## config.mk

```make
export PLATFORM = sky130hd
export DESIGN_NAME = link_packet_deframer
export DESIGN_NICKNAME = d
export VERILOG_FILES = /design/src/rtl/lpd_pkg.sv /design/src/rtl/lpd_front.sv /design/src/rtl/lpd_fifo.sv /design/src/rtl/lpd_back.sv /design/src/rtl/link_packet_deframer.sv
export VERILOG_INCLUDE_DIRS = /design/src /design/src/rtl
export SDC_FILE = /design/constraint.sdc
export NUM_CORES = 1
export LEC_CHECK = 0
export ABC_CLOCK_PERIOD_IN_PS = 4760
export BUFFER_PORTS_ARGS = -buffer_cell sky130_fd_sc_hd__buf_2
export CORE_ASPECT_RATIO = 1.25
export CORE_MARGIN = 2
export CORE_UTILIZATION = 60
export DETAILED_ROUTE_END_ITERATION = 10
export GPL_TIMING_DRIVEN = 0
export HOLD_SLACK_MARGIN = 0.12
export PLACE_DENSITY = 0.78
export SLEW_MARGIN = 20
export SYNTH_ARGS = -nofsm -noshare
export SYNTH_HDL_FRONTEND = slang
export SYNTH_SLANG_ARGS = --single-unit
```

## constraint.sdc

```tcl
create_clock -name clk -period 4.76 [get_ports clk]
set_clock_uncertainty 0.15 [all_clocks]
set_input_delay 0.952 -clock clk [delete_from_list [all_inputs] [get_ports clk]]
set_output_delay 0.952 -clock clk [all_outputs]
set_load 0.05 [all_outputs]
```

## src/rtl/link_packet_deframer_assert.svh

```systemverilog
// Assertion macros shared by the link packet deframer RTL.
// Needs clk and rst_n in the scope of each use.
`ifndef LINK_PACKET_DEFRAMER_ASSERT_SVH
`define LINK_PACKET_DEFRAMER_ASSERT_SVH

`ifndef NO_ASSERTIONS
`define LPD_ASSERT_NEVER(lbl, cond) \
    lbl: assert property (@(posedge clk) disable iff (!rst_n) !(cond)) \
        else $error("lpd: forbidden condition seen");
`define LPD_ASSERT_IMPL(lbl, ante, cons) \
    lbl: assert property (@(posedge clk) disable iff (!rst_n) (ante) |-> (cons)) \
        else $error("lpd: implication failed");
`define LPD_ASSERT_NEXT(lbl, ante, cons) \
    lbl: assert property (@(posedge clk) disable iff (!rst_n) (ante) |=> (cons)) \
        else $error("lpd: next-cycle implication failed");
`else
`define LPD_ASSERT_NEVER(lbl, cond)
`define LPD_ASSERT_IMPL(lbl, ante, cons)
`define LPD_ASSERT_NEXT(lbl, ante, cons)
`endif

`endif

```

## src/rtl/lpd_pkg.sv

```systemverilog
// Package for the link packet deframer: event kinds, header positions,
// packet types and the command passed from the front end to the back end.
`default_nettype none
package lpd_pkg;

    typedef enum logic [2:0] {
        KIND_SIZE     = 3'd0,
        KIND_TYPE     = 3'd1,
        KIND_ACK      = 3'd2,
        KIND_BUFSIZE  = 3'd3,
        KIND_VSIZE    = 3'd4,
        KIND_VCODE    = 3'd5,
        KIND_PAYLOAD  = 3'd6
    } kind_t;

    localparam logic [3:0] POS_SIZE0   = 4'd1;
    localparam logic [3:0] POS_SIZE1   = 4'd2;
    localparam logic [3:0] POS_SIZE2   = 4'd3;
    localparam logic [3:0] POS_SIZE3   = 4'd4;
    localparam logic [3:0] POS_TYPE    = 4'd5;
    localparam logic [3:0] POS_HDR6    = 4'd6;
    localparam logic [3:0] POS_HDR7    = 4'd7;
    localparam logic [3:0] POS_HDR8    = 4'd8;
    localparam logic [3:0] POS_HDR9    = 4'd9;
    localparam logic [3:0] POS_HDR10   = 4'd10;
    localparam logic [3:0] POS_HDR11   = 4'd11;
    localparam logic [3:0] POS_PAYLOAD = 4'd12;

    localparam logic [7:0] TYPE_BUF_A  = 8'd1;
    localparam logic [7:0] TYPE_BUF_B  = 8'd2;
    localparam logic [7:0] TYPE_VCONT  = 8'd3;
    localparam logic [7:0] TYPE_VLAST  = 8'd4;
    localparam logic [7:0] TYPE_ACK    = 8'd5;

    localparam int QDEPTH = 4;
    localparam int QPTR_W = $clog2(QDEPTH);
    localparam int QCNT_W = $clog2(QDEPTH + 1);

    typedef struct packed {
        kind_t       kind;
        logic [31:0] value;
        logic        multi;
        logic        pkt_end;
    } cmd_t;

endpackage
`default_nettype wire

```

## src/rtl/lpd_front.sv

```systemverilog
// Front end of the link packet deframer: header tracking and classification.
// Depends on lpd_pkg; emits one command per byte that yields results.
`default_nettype none
module lpd_front (
    input  wire logic          clk,
    input  wire logic          rst_n,
    input  wire logic          in_valid,
    output logic               in_ready,
    input  wire logic [7:0]    in_byte,
    input  wire logic          q_full,
    output logic               q_wr,
    output lpd_pkg::cmd_t      q_cmd
);
    import lpd_pkg::*;

    logic [3:0]  pos_reg, pos_next;
    logic [31:0] recent_reg, recent_next;
    logic [7:0]  ptype_reg, ptype_next;
    logic [31:0] rem_reg, rem_next;
    logic        vzero_reg, vzero_next;
    logic        expnew_reg, expnew_next;
    logic        emit;
    logic        end_pkt;
    logic        accept;
    logic [31:0] rem_dec1, rem_dec4, rem_dec6;

    assign in_ready = !q_full;
    assign accept   = in_valid && in_ready;
    assign rem_dec1 = (rem_reg > 32'd1) ? rem_reg - 32'd1 : 32'd0;
    assign rem_dec4 = (rem_reg > 32'd4) ? rem_reg - 32'd4 : 32'd0;
    assign rem_dec6 = (rem_reg > 32'd6) ? rem_reg - 32'd6 : 32'd0;

    always_comb
    begin
        recent_next = {recent_reg[23:0], in_byte};
        pos_next    = pos_reg;
        ptype_next  = ptype_reg;
        rem_next    = rem_reg;
        vzero_next  = vzero_reg;
        expnew_next = expnew_reg;
        emit        = 1'b0;
        end_pkt     = 1'b0;
        q_cmd       = '{kind: KIND_PAYLOAD, value: {24'd0, in_byte}, multi: 1'b0,
                        pkt_end: 1'b0};
        case (pos_reg)
            POS_SIZE0, POS_SIZE1, POS_SIZE2, POS_HDR6, POS_HDR8, POS_HDR10:
            begin
                pos_next = pos_reg + 4'd1;
            end
            POS_SIZE3:
            begin
                emit        = 1'b1;
                q_cmd.kind  = KIND_SIZE;
                q_cmd.value = recent_next;
                rem_next    = recent_next;
                pos_next    = POS_TYPE;
            end
            POS_TYPE:
            begin
                emit       = 1'b1;
                q_cmd.kind = KIND_TYPE;
                ptype_next = in_byte;
                if (in_byte inside {[TYPE_BUF_A:TYPE_ACK]})
                    pos_next = POS_HDR6;
                else if (rem_reg == 32'd0)
                    end_pkt = 1'b1;
                else
                    pos_next = POS_PAYLOAD;
            end
            POS_HDR7:
            begin
                if (ptype_reg == TYPE_ACK)
                begin
                    emit        = 1'b1;
                    q_cmd.kind  = KIND_ACK;
                    q_cmd.value = {16'd0, recent_next[15:0]};
                    end_pkt     = 1'b1;
                end
                else
                begin
                    pos_next = POS_HDR8;
                end
            end
            POS_HDR9:
            begin
                emit        = 1'b1;
                q_cmd.value = recent_next;
                if (ptype_reg == TYPE_BUF_A || ptype_reg == TYPE_BUF_B)
                begin
                    q_cmd.kind = KIND_BUFSIZE;
                    end_pkt    = 1'b1;
                end
                else if (expnew_reg)
                begin
                    q_cmd.kind  = KIND_VSIZE;
                    vzero_next  = (recent_next == 32'd0);
                    rem_next    = rem_dec6;
                    expnew_next = (ptype_reg == TYPE_VLAST);
                    pos_next    = POS_HDR10;
                end
                else
                begin
                    q_cmd.multi = 1'b1;
                    rem_next    = rem_dec4;
                    expnew_next = (ptype_reg == TYPE_VLAST);
                    end_pkt     = (rem_dec4 == 32'd0);
                    pos_next    = POS_PAYLOAD;
                end
            end
            POS_HDR11:
            begin
                emit        = 1'b1;
                q_cmd.kind  = KIND_VCODE;
                q_cmd.value = {16'd0, recent_next[15:0]};
                if (vzero_reg || rem_reg == 32'd0)
                    end_pkt = 1'b1;
                else
                    pos_next = POS_PAYLOAD;
            end
            default:
            begin
                emit     = 1'b1;
                rem_next = rem_dec1;
                end_pkt  = (rem_dec1 == 32'd0);
                pos_next = POS_PAYLOAD;
            end
        endcase
        if (end_pkt)
            pos_next = POS_SIZE0;
        q_cmd.pkt_end = end_pkt;
    end

    assign q_wr = accept && emit;

    always_ff @(posedge clk or negedge rst_n)
    begin
        if (!rst_n)
        begin
            pos_reg    <= POS_SIZE0;
            recent_reg <= 32'd0;
            ptype_reg  <= 8'd0;
            rem_reg    <= 32'd0;
            vzero_reg  <= 1'b0;
            expnew_reg <= 1'b1;
        end
        else if (accept)
        begin
            pos_reg    <= pos_next;
            recent_reg <= recent_next;
            ptype_reg  <= ptype_next;
            rem_reg    <= rem_next;
            vzero_reg  <= vzero_next;
            expnew_reg <= expnew_next;
        end
    end

endmodule
`default_nettype wire

```

## src/rtl/lpd_fifo.sv

```systemverilog
// Command queue between front and back end of the link packet deframer.
// Depends on lpd_pkg for the command type and depth.
`default_nettype none
`include "link_packet_deframer_assert.svh"
module lpd_fifo (
    input  wire logic          clk,
    input  wire logic          rst_n,
    input  wire logic          wr,
    input  wire lpd_pkg::cmd_t wr_data,
    output logic               full,
    input  wire logic          rd,
    output lpd_pkg::cmd_t      rd_data,
    output logic               empty
);
    import lpd_pkg::*;

    cmd_t              mem_reg [QDEPTH];
    logic [QPTR_W-1:0] wr_ptr_reg;
    logic [QPTR_W-1:0] rd_ptr_reg;
    logic [QCNT_W-1:0] count_reg, count_next;

    assign full    = (count_reg == QCNT_W'(QDEPTH));
    assign empty   = (count_reg == '0);
    assign rd_data = mem_reg[rd_ptr_reg];

    always_comb
    begin
        count_next = count_reg;
        if (wr && !rd)
            count_next = count_reg + 1'b1;
        else if (rd && !wr)
            count_next = count_reg - 1'b1;
    end

    always_ff @(posedge clk)
    begin
        if (wr)
            mem_reg[wr_ptr_reg] <= wr_data;
    end

    always_ff @(posedge clk or negedge rst_n)
    begin
        if (!rst_n)
        begin
            wr_ptr_reg <= '0;
            rd_ptr_reg <= '0;
            count_reg  <= '0;
        end
        else
        begin
            if (wr)
                wr_ptr_reg <= wr_ptr_reg + 1'b1;
            if (rd)
                rd_ptr_reg <= rd_ptr_reg + 1'b1;
            count_reg <= count_next;
        end
    end

    `LPD_ASSERT_NEVER(a_no_overflow, wr && full)
    `LPD_ASSERT_NEVER(a_no_underflow, rd && empty)
    `LPD_ASSERT_IMPL(a_ptr_match, empty || full, wr_ptr_reg == rd_ptr_reg)

endmodule
`default_nettype wire

```

## src/rtl/lpd_back.sv

```systemverilog
// Back end of the link packet deframer: expands queued commands into beats.
// Depends on lpd_pkg; drives the registered result channel.
`default_nettype none
`include "link_packet_deframer_assert.svh"
module lpd_back (
    input  wire logic          clk,
    input  wire logic          rst_n,
    input  wire lpd_pkg::cmd_t q_cmd,
    input  wire logic          q_empty,
    output logic               q_rd,
    output logic               out_valid,
    input  wire logic          out_ready,
    output logic [2:0]         out_kind,
    output logic [31:0]        out_value,
    output logic               out_end,
    output logic               out_last
);
    import lpd_pkg::*;

    logic        valid_reg;
    logic [1:0]  sub_reg;
    logic [2:0]  kind_reg;
    logic [31:0] value_reg;
    logic        end_reg;
    logic        last_reg;
    logic        load;
    logic        final_sub;
    logic [7:0]  sel_byte;

    assign load      = !q_empty && (!valid_reg || out_ready);
    assign final_sub = !q_cmd.multi || (sub_reg == 2'd3);
    assign q_rd      = load && final_sub;

    always_comb
    begin
        case (sub_reg)
            2'd0:    sel_byte = q_cmd.value[31:24];
            2'd1:    sel_byte = q_cmd.value[23:16];
            2'd2:    sel_byte = q_cmd.value[15:8];
            default: sel_byte = q_cmd.value[7:0];
        endcase
    end

    always_ff @(posedge clk or negedge rst_n)
    begin
        if (!rst_n)
        begin
            valid_reg <= 1'b0;
            sub_reg   <= 2'd0;
        end
        else if (load)
        begin
            valid_reg <= 1'b1;
            sub_reg   <= final_sub ? 2'd0 : sub_reg + 2'd1;
        end
        else if (out_ready)
        begin
            valid_reg <= 1'b0;
        end
    end

    always_ff @(posedge clk)
    begin
        if (load)
        begin
            kind_reg  <= q_cmd.multi ? KIND_PAYLOAD : q_cmd.kind;
            value_reg <= q_cmd.multi ? {24'd0, sel_byte} : q_cmd.value;
            end_reg   <= q_cmd.pkt_end && final_sub;
            last_reg  <= final_sub;
        end
    end

    assign out_valid = valid_reg;
    assign out_kind  = kind_reg;
    assign out_value = value_reg;
    assign out_end   = end_reg;
    assign out_last  = last_reg;

    `LPD_ASSERT_IMPL(a_end_on_last, valid_reg && end_reg, last_reg)
    `LPD_ASSERT_IMPL(a_sub_needs_multi, sub_reg != 2'd0, valid_reg && !last_reg)
    `LPD_ASSERT_NEXT(a_sub_steps, load && !final_sub, sub_reg == $past(sub_reg) + 2'd1)

endmodule
`default_nettype wire

```

## src/rtl/link_packet_deframer.sv

```systemverilog
// Link packet deframer: one byte accepted per cycle while the queue has room.
// A result beat passes through the command queue and then the back-end output register after its byte is accepted.
// The back end drives one beat per cycle while out_ready is high; a continuation header byte yields four beats.
// The four-entry command queue sets how long a stalled output is absorbed.
// rst_n clears header tracking, continuation flag and queue asynchronously.
`default_nettype none
module link_packet_deframer (
    input  wire logic          clk,
    input  wire logic          rst_n,
    input  wire logic          s_tvalid,
    output logic               s_tready,
    input  wire logic [7:0]    s_tdata,    // data_byte[7:0]
    output logic               m_tvalid,
    input  wire logic          m_tready,
    output logic [39:0]        m_tdata,    // event_kind[2:0], event_value[34:3], zero
    output logic               m_tlast,
    output logic               m_tuser     // last_of_run
);
    import lpd_pkg::*;

    cmd_t        wr_cmd;
    cmd_t        rd_cmd;
    logic        q_wr;
    logic        q_rd;
    logic        q_full;
    logic        q_empty;
    logic [2:0]  kind;
    logic [31:0] value;

    lpd_front u_front (
        .clk      (clk),
        .rst_n    (rst_n),
        .in_valid (s_tvalid),
        .in_ready (s_tready),
        .in_byte  (s_tdata),
        .q_full   (q_full),
        .q_wr     (q_wr),
        .q_cmd    (wr_cmd)
    );

    lpd_fifo u_fifo (
        .clk     (clk),
        .rst_n   (rst_n),
        .wr      (q_wr),
        .wr_data (wr_cmd),
        .full    (q_full),
        .rd      (q_rd),
        .rd_data (rd_cmd),
        .empty   (q_empty)
    );

    lpd_back u_back (
        .clk       (clk),
        .rst_n     (rst_n),
        .q_cmd     (rd_cmd),
        .q_empty   (q_empty),
        .q_rd      (q_rd),
        .out_valid (m_tvalid),
        .out_ready (m_tready),
        .out_kind  (kind),
        .out_value (value),
        .out_end   (m_tlast),
        .out_last  (m_tuser)
    );

    assign m_tdata = {5'd0, value, kind};

endmodule
`default_nettype wire

```

==> flow_metrics.env, run 1 <==
export IMPL_status="completed"
export IMPL_largest_reg_flops=148
export IMPL_portBuffers=50
export IMPL_synth_most_common_cell="edfxtp_1"
export IMPL_synth_area_leaders="edfxtp_1 (39%), dfrtp_1 (14%), mux4_2 (5.9%), o21ai_0 (2.7%), nand2_1 (2.6%)"
export IMPL_synth_compound_area_share_pct=11.82
export IMPL_yosysSeqAreaShare_pct=53.39
export IMPL_max_freq_ghz=0.2145
export IMPL_crit_buf_inv=2
export IMPL_grtUsageMet1_pct=39.82
export IMPL_ir_worst_vdd_mv=0.4437
export IMPL_yosysTopAreaCell="edfxtp_1"
export IMPL_nets=1327
export IMPL_post_drt_wl_per_cell_um=27.49
export IMPL_globalRouteMet2Util_pct=63.61
export IMPL_initial_core_util_pct=61.25
export IMPL_root_buffer="clkbuf_16"
export IMPL_cp_end_kind="flip-flop"
export IMPL_whs_ns=0.1919
export IMPL_drt_first_iter_violations=1017
export IMPL_drt_first_pass_iters=5
export IMPL_yosys_warnings=0
export IMPL_clock_sinks=265
export IMPL_crit_type="reg2reg"
export IMPL_grtUsageMet3_pct=4.935
export IMPL_final_antenna_net_count=0
export IMPL_drt_total_wl_um=44100
export IMPL_synthTopCellsByCount="edfxtp_1 (185), nand2_1 (98), dfrtp_1 (78), o21ai_0 (77), nor2_1 (60)"
export IMPL_die_w_um=141.4
export IMPL_detailed_place_hpwl_um=32360
export IMPL_synth_seq_cells=265
export IMPL_ctsHoldBuffers=0
export IMPL_synthAdderAreaFrac_pct=1.997
export IMPL_crit_fanout=10
export IMPL_leakagePower_nw=5.559
export IMPL_cts_buffers_inserted=28
export IMPL_synth_top_area_share_pct=39.24
export IMPL_slowest_delay_ns=0.64
export IMPL_synth_simple_area_share_pct=17.05
export IMPL_synth_area_um2=14160
export IMPL_grt_pass1_wl_um=66170
export IMPL_hold_path_class="in2async"
export IMPL_cts_tree="yes"
export IMPL_antenna_found_initial=0
export IMPL_max_slew_worst_pin_slew_ns=0.9171
export IMPL_ys_types=94
export IMPL_cellPowerDensity_nw_per_um2=758.2
export IMPL_grt_use_total_pct=35.80
export IMPL_grt_max_degree=55
export IMPL_area_growth_pct=11.99
export IMPL_overflow=0
export IMPL_clk_latency_ns=0.54
export IMPL_ys_flop_type="edfxtp_1"
export IMPL_fp_row_count=62
export IMPL_grt_pass1_vias=10998
export IMPL_utilization_pct=68.59
export IMPL_hold_viol_final=0
export IMPL_cp_slowest_cell="nor4_1"
export IMPL_busiest_layer="met2"
export IMPL_rsz0062_at_grt="false"
export IMPL_synthMuxAreaShare_pct=8.572
export IMPL_clk_pin_slew_worst_paths_ns=0.06
export IMPL_h_tree_depth=1
export IMPL_setup_tns_ns=0
export IMPL_die_area_um2=24850
export IMPL_worstPathRequired_ns=4.87
export IMPL_synth_top_family_by_area="simple AND/OR/NAND/NOR gates"
export IMPL_fp_coreArea_um2=23120
export IMPL_ios=56
export IMPL_gp_congestion=1.026
export IMPL_vias=10971
export IMPL_async_flop_share_pct=30.19
export IMPL_power_total_mw=12.02
export IMPL_maxSlewViolCount=0
export IMPL_post_cts_buffers=0
export IMPL_cap_violations=0
export IMPL_period_share_pct=97.95
export IMPL_path_cells="clkbuf_1 -> inv_1 -> ha_1 -> a21boi_1 -> nand2_1 -> nor4_1 -> xnor2_1 -> nand4_1 -> nor3_2 -> or4b_4"
export IMPL_worst_path_dominant_cell_family="simple AND/OR/NAND/NOR gates"
export IMPL_die_y_um=175.7
export IMPL_crit_path_start_kind="flip-flop"
export IMPL_cts_max_path_buffers=3
export IMPL_cp_data_arrival_time_ns=4.78
export IMPL_drive_above_1_share_pct=19.01
export IMPL_remaining_drc_errors=0
export IMPL_finalCriticalPeriod_ns=4.663
export IMPL_setup_viol=0
export IMPL_synth_edf_count=185
export IMPL_post_cts_resized=0
export IMPL_netlist_instances=1203
export IMPL_timing_slew_headroom_pct=38.86
export IMPL_syn_avg_cell_area_um2=11.77
export IMPL_synth_xor_area_share_pct=3.217
export IMPL_vias_per_cell=6.840
-- worst paths after layout --
check	startpoint	end	slack, ns	depth (start not counted)
max	u_front.rem_reg[2]$_DFFE_PN0P_	u_fifo.mem_reg[2][0]$_DFFE_PP_	0.1	10
min	rst_n	u_front.rem_reg[8]$_DFFE_PN0P_	0.19	1
max reg2reg	u_front.rem_reg[2]$_DFFE_PN0P_	u_fifo.mem_reg[2][0]$_DFFE_PP_	0.1	10
min reg2reg	u_fifo.count_reg[2]$_DFFE_PN0P_	u_fifo.count_reg[2]$_DFFE_PN0P_	0.34	1
max in group asynchronous	rst_n	u_front.pos_reg[0]$_DFFE_PN1P_	3.60	2
min in group clk	u_fifo.count_reg[2]$_DFFE_PN0P_	u_fifo.count_reg[2]$_DFFE_PN0P_	0.34	1
-- logic make-up (layout without fill, tap and decap cells) --
logic type,after synthesis,in the layout
other,1,6
buffers and inverters,121,229
AND/OR/NAND/NOR,423,423
AO/OA/AOI/OAI,248,248
flip-flops,265,265
multiplexers,71,71
XOR/XNOR,52,52
adder cells (fa/ha/maj),22,22
-- cell usage in the layout (no fill, tap or decap), drive strengths merged, types with 37 or more instances in the layout --
cell and n:
o21ai 84, buf 104, edfxtp 185, clkbuf 82
a21oi 39, nand2 101, nor2b 37, nor2 61
mux4 37, dfrtp 78
-- layer usage --
| metal | part of all wire [%] | wire, um |
|---|---|---|
| met4 | 8.4 | 3709 |
| met1 | 35 | 15380 |
| met3 | 6.8 | 2989 |
| met5 | 0 | 0 |
| met2 | 50 | 22020 |
-- worst register-to-register path: stages (launching register included) --
cell and delay (ns):
dfrtp_1 0.38, clkbuf_1 0.49, inv_1 0.28, ha_1 0.26, a21boi_1 0.61, nand2_1 0.47, nor4_1 0.65, xnor2_1 0.26
nand4_1 0.23, nor3_2 0.09, or4b_4 0.54
-- area by class of cell --
cell class / count / area, um^2
sequential: 265 / 7560
fill: 1684 / 7261
multi-input combinational: 821 / 6073
clock buffer: 30 / 729.5
buffer: 100 / 478.0
timing repair buffer: 56 / 387.9
tap: 288 / 360.3
clock inverter: 22 / 186.4
inverter: 21 / 78.83
antenna: 1 / 2.502
-- where the power goes --
group | leakage [nW] | switching, mW | internal [mW]
Combinational | 2.41 | 3.97 | 1.93
Clock | 0.455 | 0.925 | 1.23
Sequential | 2.69 | 0.459 | 3.50
-- stage by stage --
step | setup WS (ns) | cells | instance area, um^2
3_3_place_gp | -0.8489 | 1545 | 14780
3_5_place_dp | 0.2879 | 1551 | 14940
5_1_grt | 0.01256 | 1603 | 15850
6_report | 0.09745 | 1604 | 15860
4_1_cts | 0.2524 | 1603 | 15850
2_1_floorplan | 0.1294 | 1207 | 14170
Power figures use the tool's default switching activity.
==> inputs of run 2 (changes only) <==
--- a/config.mk
+++ b/config.mk
@@ -13,9 +13,10 @@
 export CORE_UTILIZATION = 60
 export DETAILED_ROUTE_END_ITERATION = 10
 export GPL_TIMING_DRIVEN = 0
-export HOLD_SLACK_MARGIN = 0.12
+export HOLD_SLACK_MARGIN = 0.15
 export PLACE_DENSITY = 0.78
 export SLEW_MARGIN = 20
 export SYNTH_ARGS = -nofsm -noshare
 export SYNTH_HDL_FRONTEND = slang
+export SYNTH_HIERARCHICAL = 1
 export SYNTH_SLANG_ARGS = --single-unit
==> flow_metrics.env, run 2 <==
export IMPL_status="completed"
export IMPL_finalCriticalPeriod_ns=4.748
export IMPL_yosysTopAreaCell="edfxtp_1"
export IMPL_place_inst=1566
export IMPL_root_buffer="clkbuf_16"
export IMPL_die_w_um=140.6
export IMPL_synthTopCellsByCount="edfxtp_1 (185), nand2_1 (143), nor2_1 (79), dfrtp_1 (78), o21ai_0 (63)"
export IMPL_grt_pass1_wl_um=73860
export IMPL_syn_avg_cell_area_um2=11.49
export IMPL_clock_sinks=265
export IMPL_worst_path_dominant_cell_family="simple AND/OR/NAND/NOR gates"
export IMPL_leakagePower_nw=5.637
export IMPL_grt_pass1_vias=11532
export IMPL_cap_violations=0
export IMPL_place_ws_ns=-0.09156
export IMPL_crit_path_start_kind="flip-flop"
export IMPL_yosysSeqAreaShare_pct=54.03
export IMPL_clkPwrFrac_pct=15.8
export IMPL_clk_pin_slew_worst_paths_ns=0.06
export IMPL_netlist_instances=1218
export IMPL_largest_reg_flops=148
export IMPL_portBuffers=50
export IMPL_fillCellCount=1562
export IMPL_layout_common_cells="edfxtp_1 (185), nand2_1 (142), nor2_1 (79)"
export IMPL_gp_congestion=1.011
export IMPL_vias_per_cell=7.080
export IMPL_yosys_warnings=6
export IMPL_cp_end_kind="flip-flop"
export IMPL_max_slew_worst_pin_slew_ns=1.017
export IMPL_ios=56
export IMPL_setup_viol=0
export IMPL_fin_ws_ns=0.01162
export IMPL_die_area_um2=24560
export IMPL_crit_fanout=10
export IMPL_ys_types=98
export IMPL_timing_slew_headroom_pct=31.61
export IMPL_die_y_um=174.7
export IMPL_p_sw_mw=5.931
export IMPL_slowest_delay_ns=0.58
export IMPL_cts_max_path_buffers=3
export IMPL_drt_total_wl_um=50460
export IMPL_synth_area_leaders="edfxtp_1 (40%), dfrtp_1 (14%), mux4_2 (6.0%), nand2_1 (3.8%), o21ai_0 (2.3%)"
export IMPL_vias=11435
export IMPL_synth_seq_cells=265
export IMPL_worstPathRequired_ns=5.00
export IMPL_switching_share_pct=47.73
export IMPL_ir_worst_vdd_mv=0.4668
export IMPL_path_cells="clkbuf_1 -> inv_1 -> ha_1 -> nor3b_4 -> nand4_1 -> o21a_1 -> nor4_1 -> nand4_1 -> a2111oi_4 -> or3_1 -> buf_4"
export IMPL_grt_use_total_pct=41.17
export IMPL_max_freq_ghz=0.2106
export IMPL_synth_area_um2=13990
export IMPL_seq_power_share_pct=32.1
export IMPL_initial_core_util_pct=60.93
export IMPL_fp_coreArea_um2=22960
export IMPL_drt_first_iter_violations=1568
export IMPL_maxSlewViolCount=0
export IMPL_post_drt_wl_per_cell_um=31.25
export IMPL_pwr_share_comb_pct=52.1
export IMPL_grt_max_degree=54
export IMPL_drt_first_pass_iters=6
export IMPL_crit_buf_inv=3
export IMPL_fin_area_um2=15630
export IMPL_fin_cells=1615
export IMPL_cts_buffers_inserted=26
export IMPL_remaining_drc_errors=0
export IMPL_hold_path_class="in2async"
export IMPL_ctsHoldBuffers=0
export IMPL_intPower_mw=6.496
export IMPL_cpMostUsedCell="nand4_1"
export IMPL_area_growth_pct=11.72
export IMPL_cellPowerDensity_nw_per_um2=795.0
export IMPL_detailed_place_hpwl_um=34660
export IMPL_period_share_pct=99.76
export IMPL_cp_slowest_cell="a2111oi_4"
export IMPL_fp_row_count=62
export IMPL_hold_viol_final=0
export IMPL_nets=1342
export IMPL_synth_edf_count=185
export IMPL_dpl_cell_area_um2=14780
export IMPL_overflow=0
export IMPL_antenna_found_initial=1
export IMPL_clk_latency_ns=0.53
export IMPL_h_tree_depth=1
export IMPL_synth_top_area_share_pct=39.71
export IMPL_cts_tree="yes"
export IMPL_ys_flop_type="edfxtp_1"
export IMPL_async_flop_share_pct=30.19
export IMPL_final_antenna_net_count=0
export IMPL_synth_most_common_cell="edfxtp_1"
export IMPL_final_common_cell="edfxtp_1"
export IMPL_cp_data_arrival_time_ns=4.99
export IMPL_crit_type="reg2reg"
export IMPL_drive_above_1_share_pct=17.87
export IMPL_utilization_pct=68.07
export IMPL_power_total_mw=12.43
-- run 2: cell count changes after synthesis, sizes merged, moves of 8 or more --
| cell | previous run | this run |
|---|---|---|
| nand2 | 101 | 145 |
| mux2 | 32 | 10 |
| nor2 | 61 | 82 |
| o21ai | 84 | 69 |
| nand3 | 28 | 17 |
| nor2b | 37 | 26 |
| or4 | 23 | 13 |
| and2 | 28 | 37 |
| nor4 | 35 | 43 |
-- run 2: cell families after synthesis --
| group | after synthesis | share of synthesized area, % |
|---|---|---|
| AO/OA/AOI/OAI | 239 | 11.78 |
| adder cells (fa/ha/maj) | 24 | 2.200 |
| flip-flops | 265 | 54.03 |
| multiplexers | 48 | 6.832 |
| AND/OR/NAND/NOR | 472 | 18.00 |
| buffers and inverters | 121 | 4.123 |
| other | 1 | 0.02680 |
| XOR/XNOR | 48 | 3.005 |
-- run 2: worst paths after layout --
check | start | endpoint | slack [ns] | cells past startpoint
worst max-delay path | u_front/rem_reg[2]$_DFFE_PN0P_ | u_fifo/mem_reg[0][0]$_DFFE_PP_ | 0.01 | 11
worst max register to register | u_front/rem_reg[2]$_DFFE_PN0P_ | u_fifo/mem_reg[0][0]$_DFFE_PP_ | 0.01 | 11
min in group clk | u_front/vzero_reg$_DFFE_PN0P_ | u_front/vzero_reg$_DFFE_PN0P_ | 0.36 | 2
max in group asynchronous | rst_n | u_front/expnew_reg$_DFFE_PN1P_ | 3.56 | 2
worst min-delay path | rst_n | u_front/rem_reg[5]$_DFFE_PN0P_ | 0.22 | 1
worst min register to register | u_front/vzero_reg$_DFFE_PN0P_ | u_front/vzero_reg$_DFFE_PN0P_ | 0.36 | 2
-- run 2: power groups by stage --
stage | registers (mW) | logic (mW) | clock network [mW]
final | 3.99 | 6.47 | 1.96
after global routing | 4.03 | 6.73 | 2.05
after CTS | 3.96 | 6.26 | 1.97
after detailed placement | 3.96 | 6.08 | 0
after global placement | 3.91 | 5.88 | 0
after floorplan | 4.38 | 3.59 | 0
-- run 2: worst register-to-register path, delay by kind of cell (launching register included) --
family                     cells  cell delay (ns)
AOI/OAI and AO/OA              2             0.91
adders and majority gates      1             0.28
buffers and inverters          3             0.69
DFF                            1             0.47
and+or+nand+nor                5             2.11
-- run 2: final cells by class --
cell class	instances	area [um^2]	share of cell area, %
clock inverter	13	87.58	0.5604
inverter	22	85.08	0.5443
antenna	1	2.502	0.01601
sequential	265	7560	48.37
multi-input combinational	836	5938	37.99
clock buffer	35	715.7	4.579
timing repair buffer	56	387.9	2.482
tap	288	360.3	2.305
buffer	99	493.0	3.154
-- run 2: timing repair --
action | 4_1_cts | 5_1_grt
buffers inserted | 0 | 0
resized for setup | 2 | 4
endpoints found under the setup margin | 4 | 5
-- run 2: per-layer routing --
metal  track usage (%)  share of wire (%)  vias up
li1                  -                  -     4772
met1             45.78                 33     5549
met2             72.10                 50      876
met3             5.810                8.3      238
met4             30.04                8.5        0
met5                 0                  0        -
-- run 2: stage by stage --
stage | hold slack, ns | setup TNS (ns)
2_1_floorplan | 0.2911 | 0
3_3_place_gp | 0.3183 | -1.320
3_5_place_dp | 0.3303 | -0.3661
4_1_cts | 0.2251 | 0
5_1_grt | 0.2389 | -0.02664
6_report | 0.2198 | 0
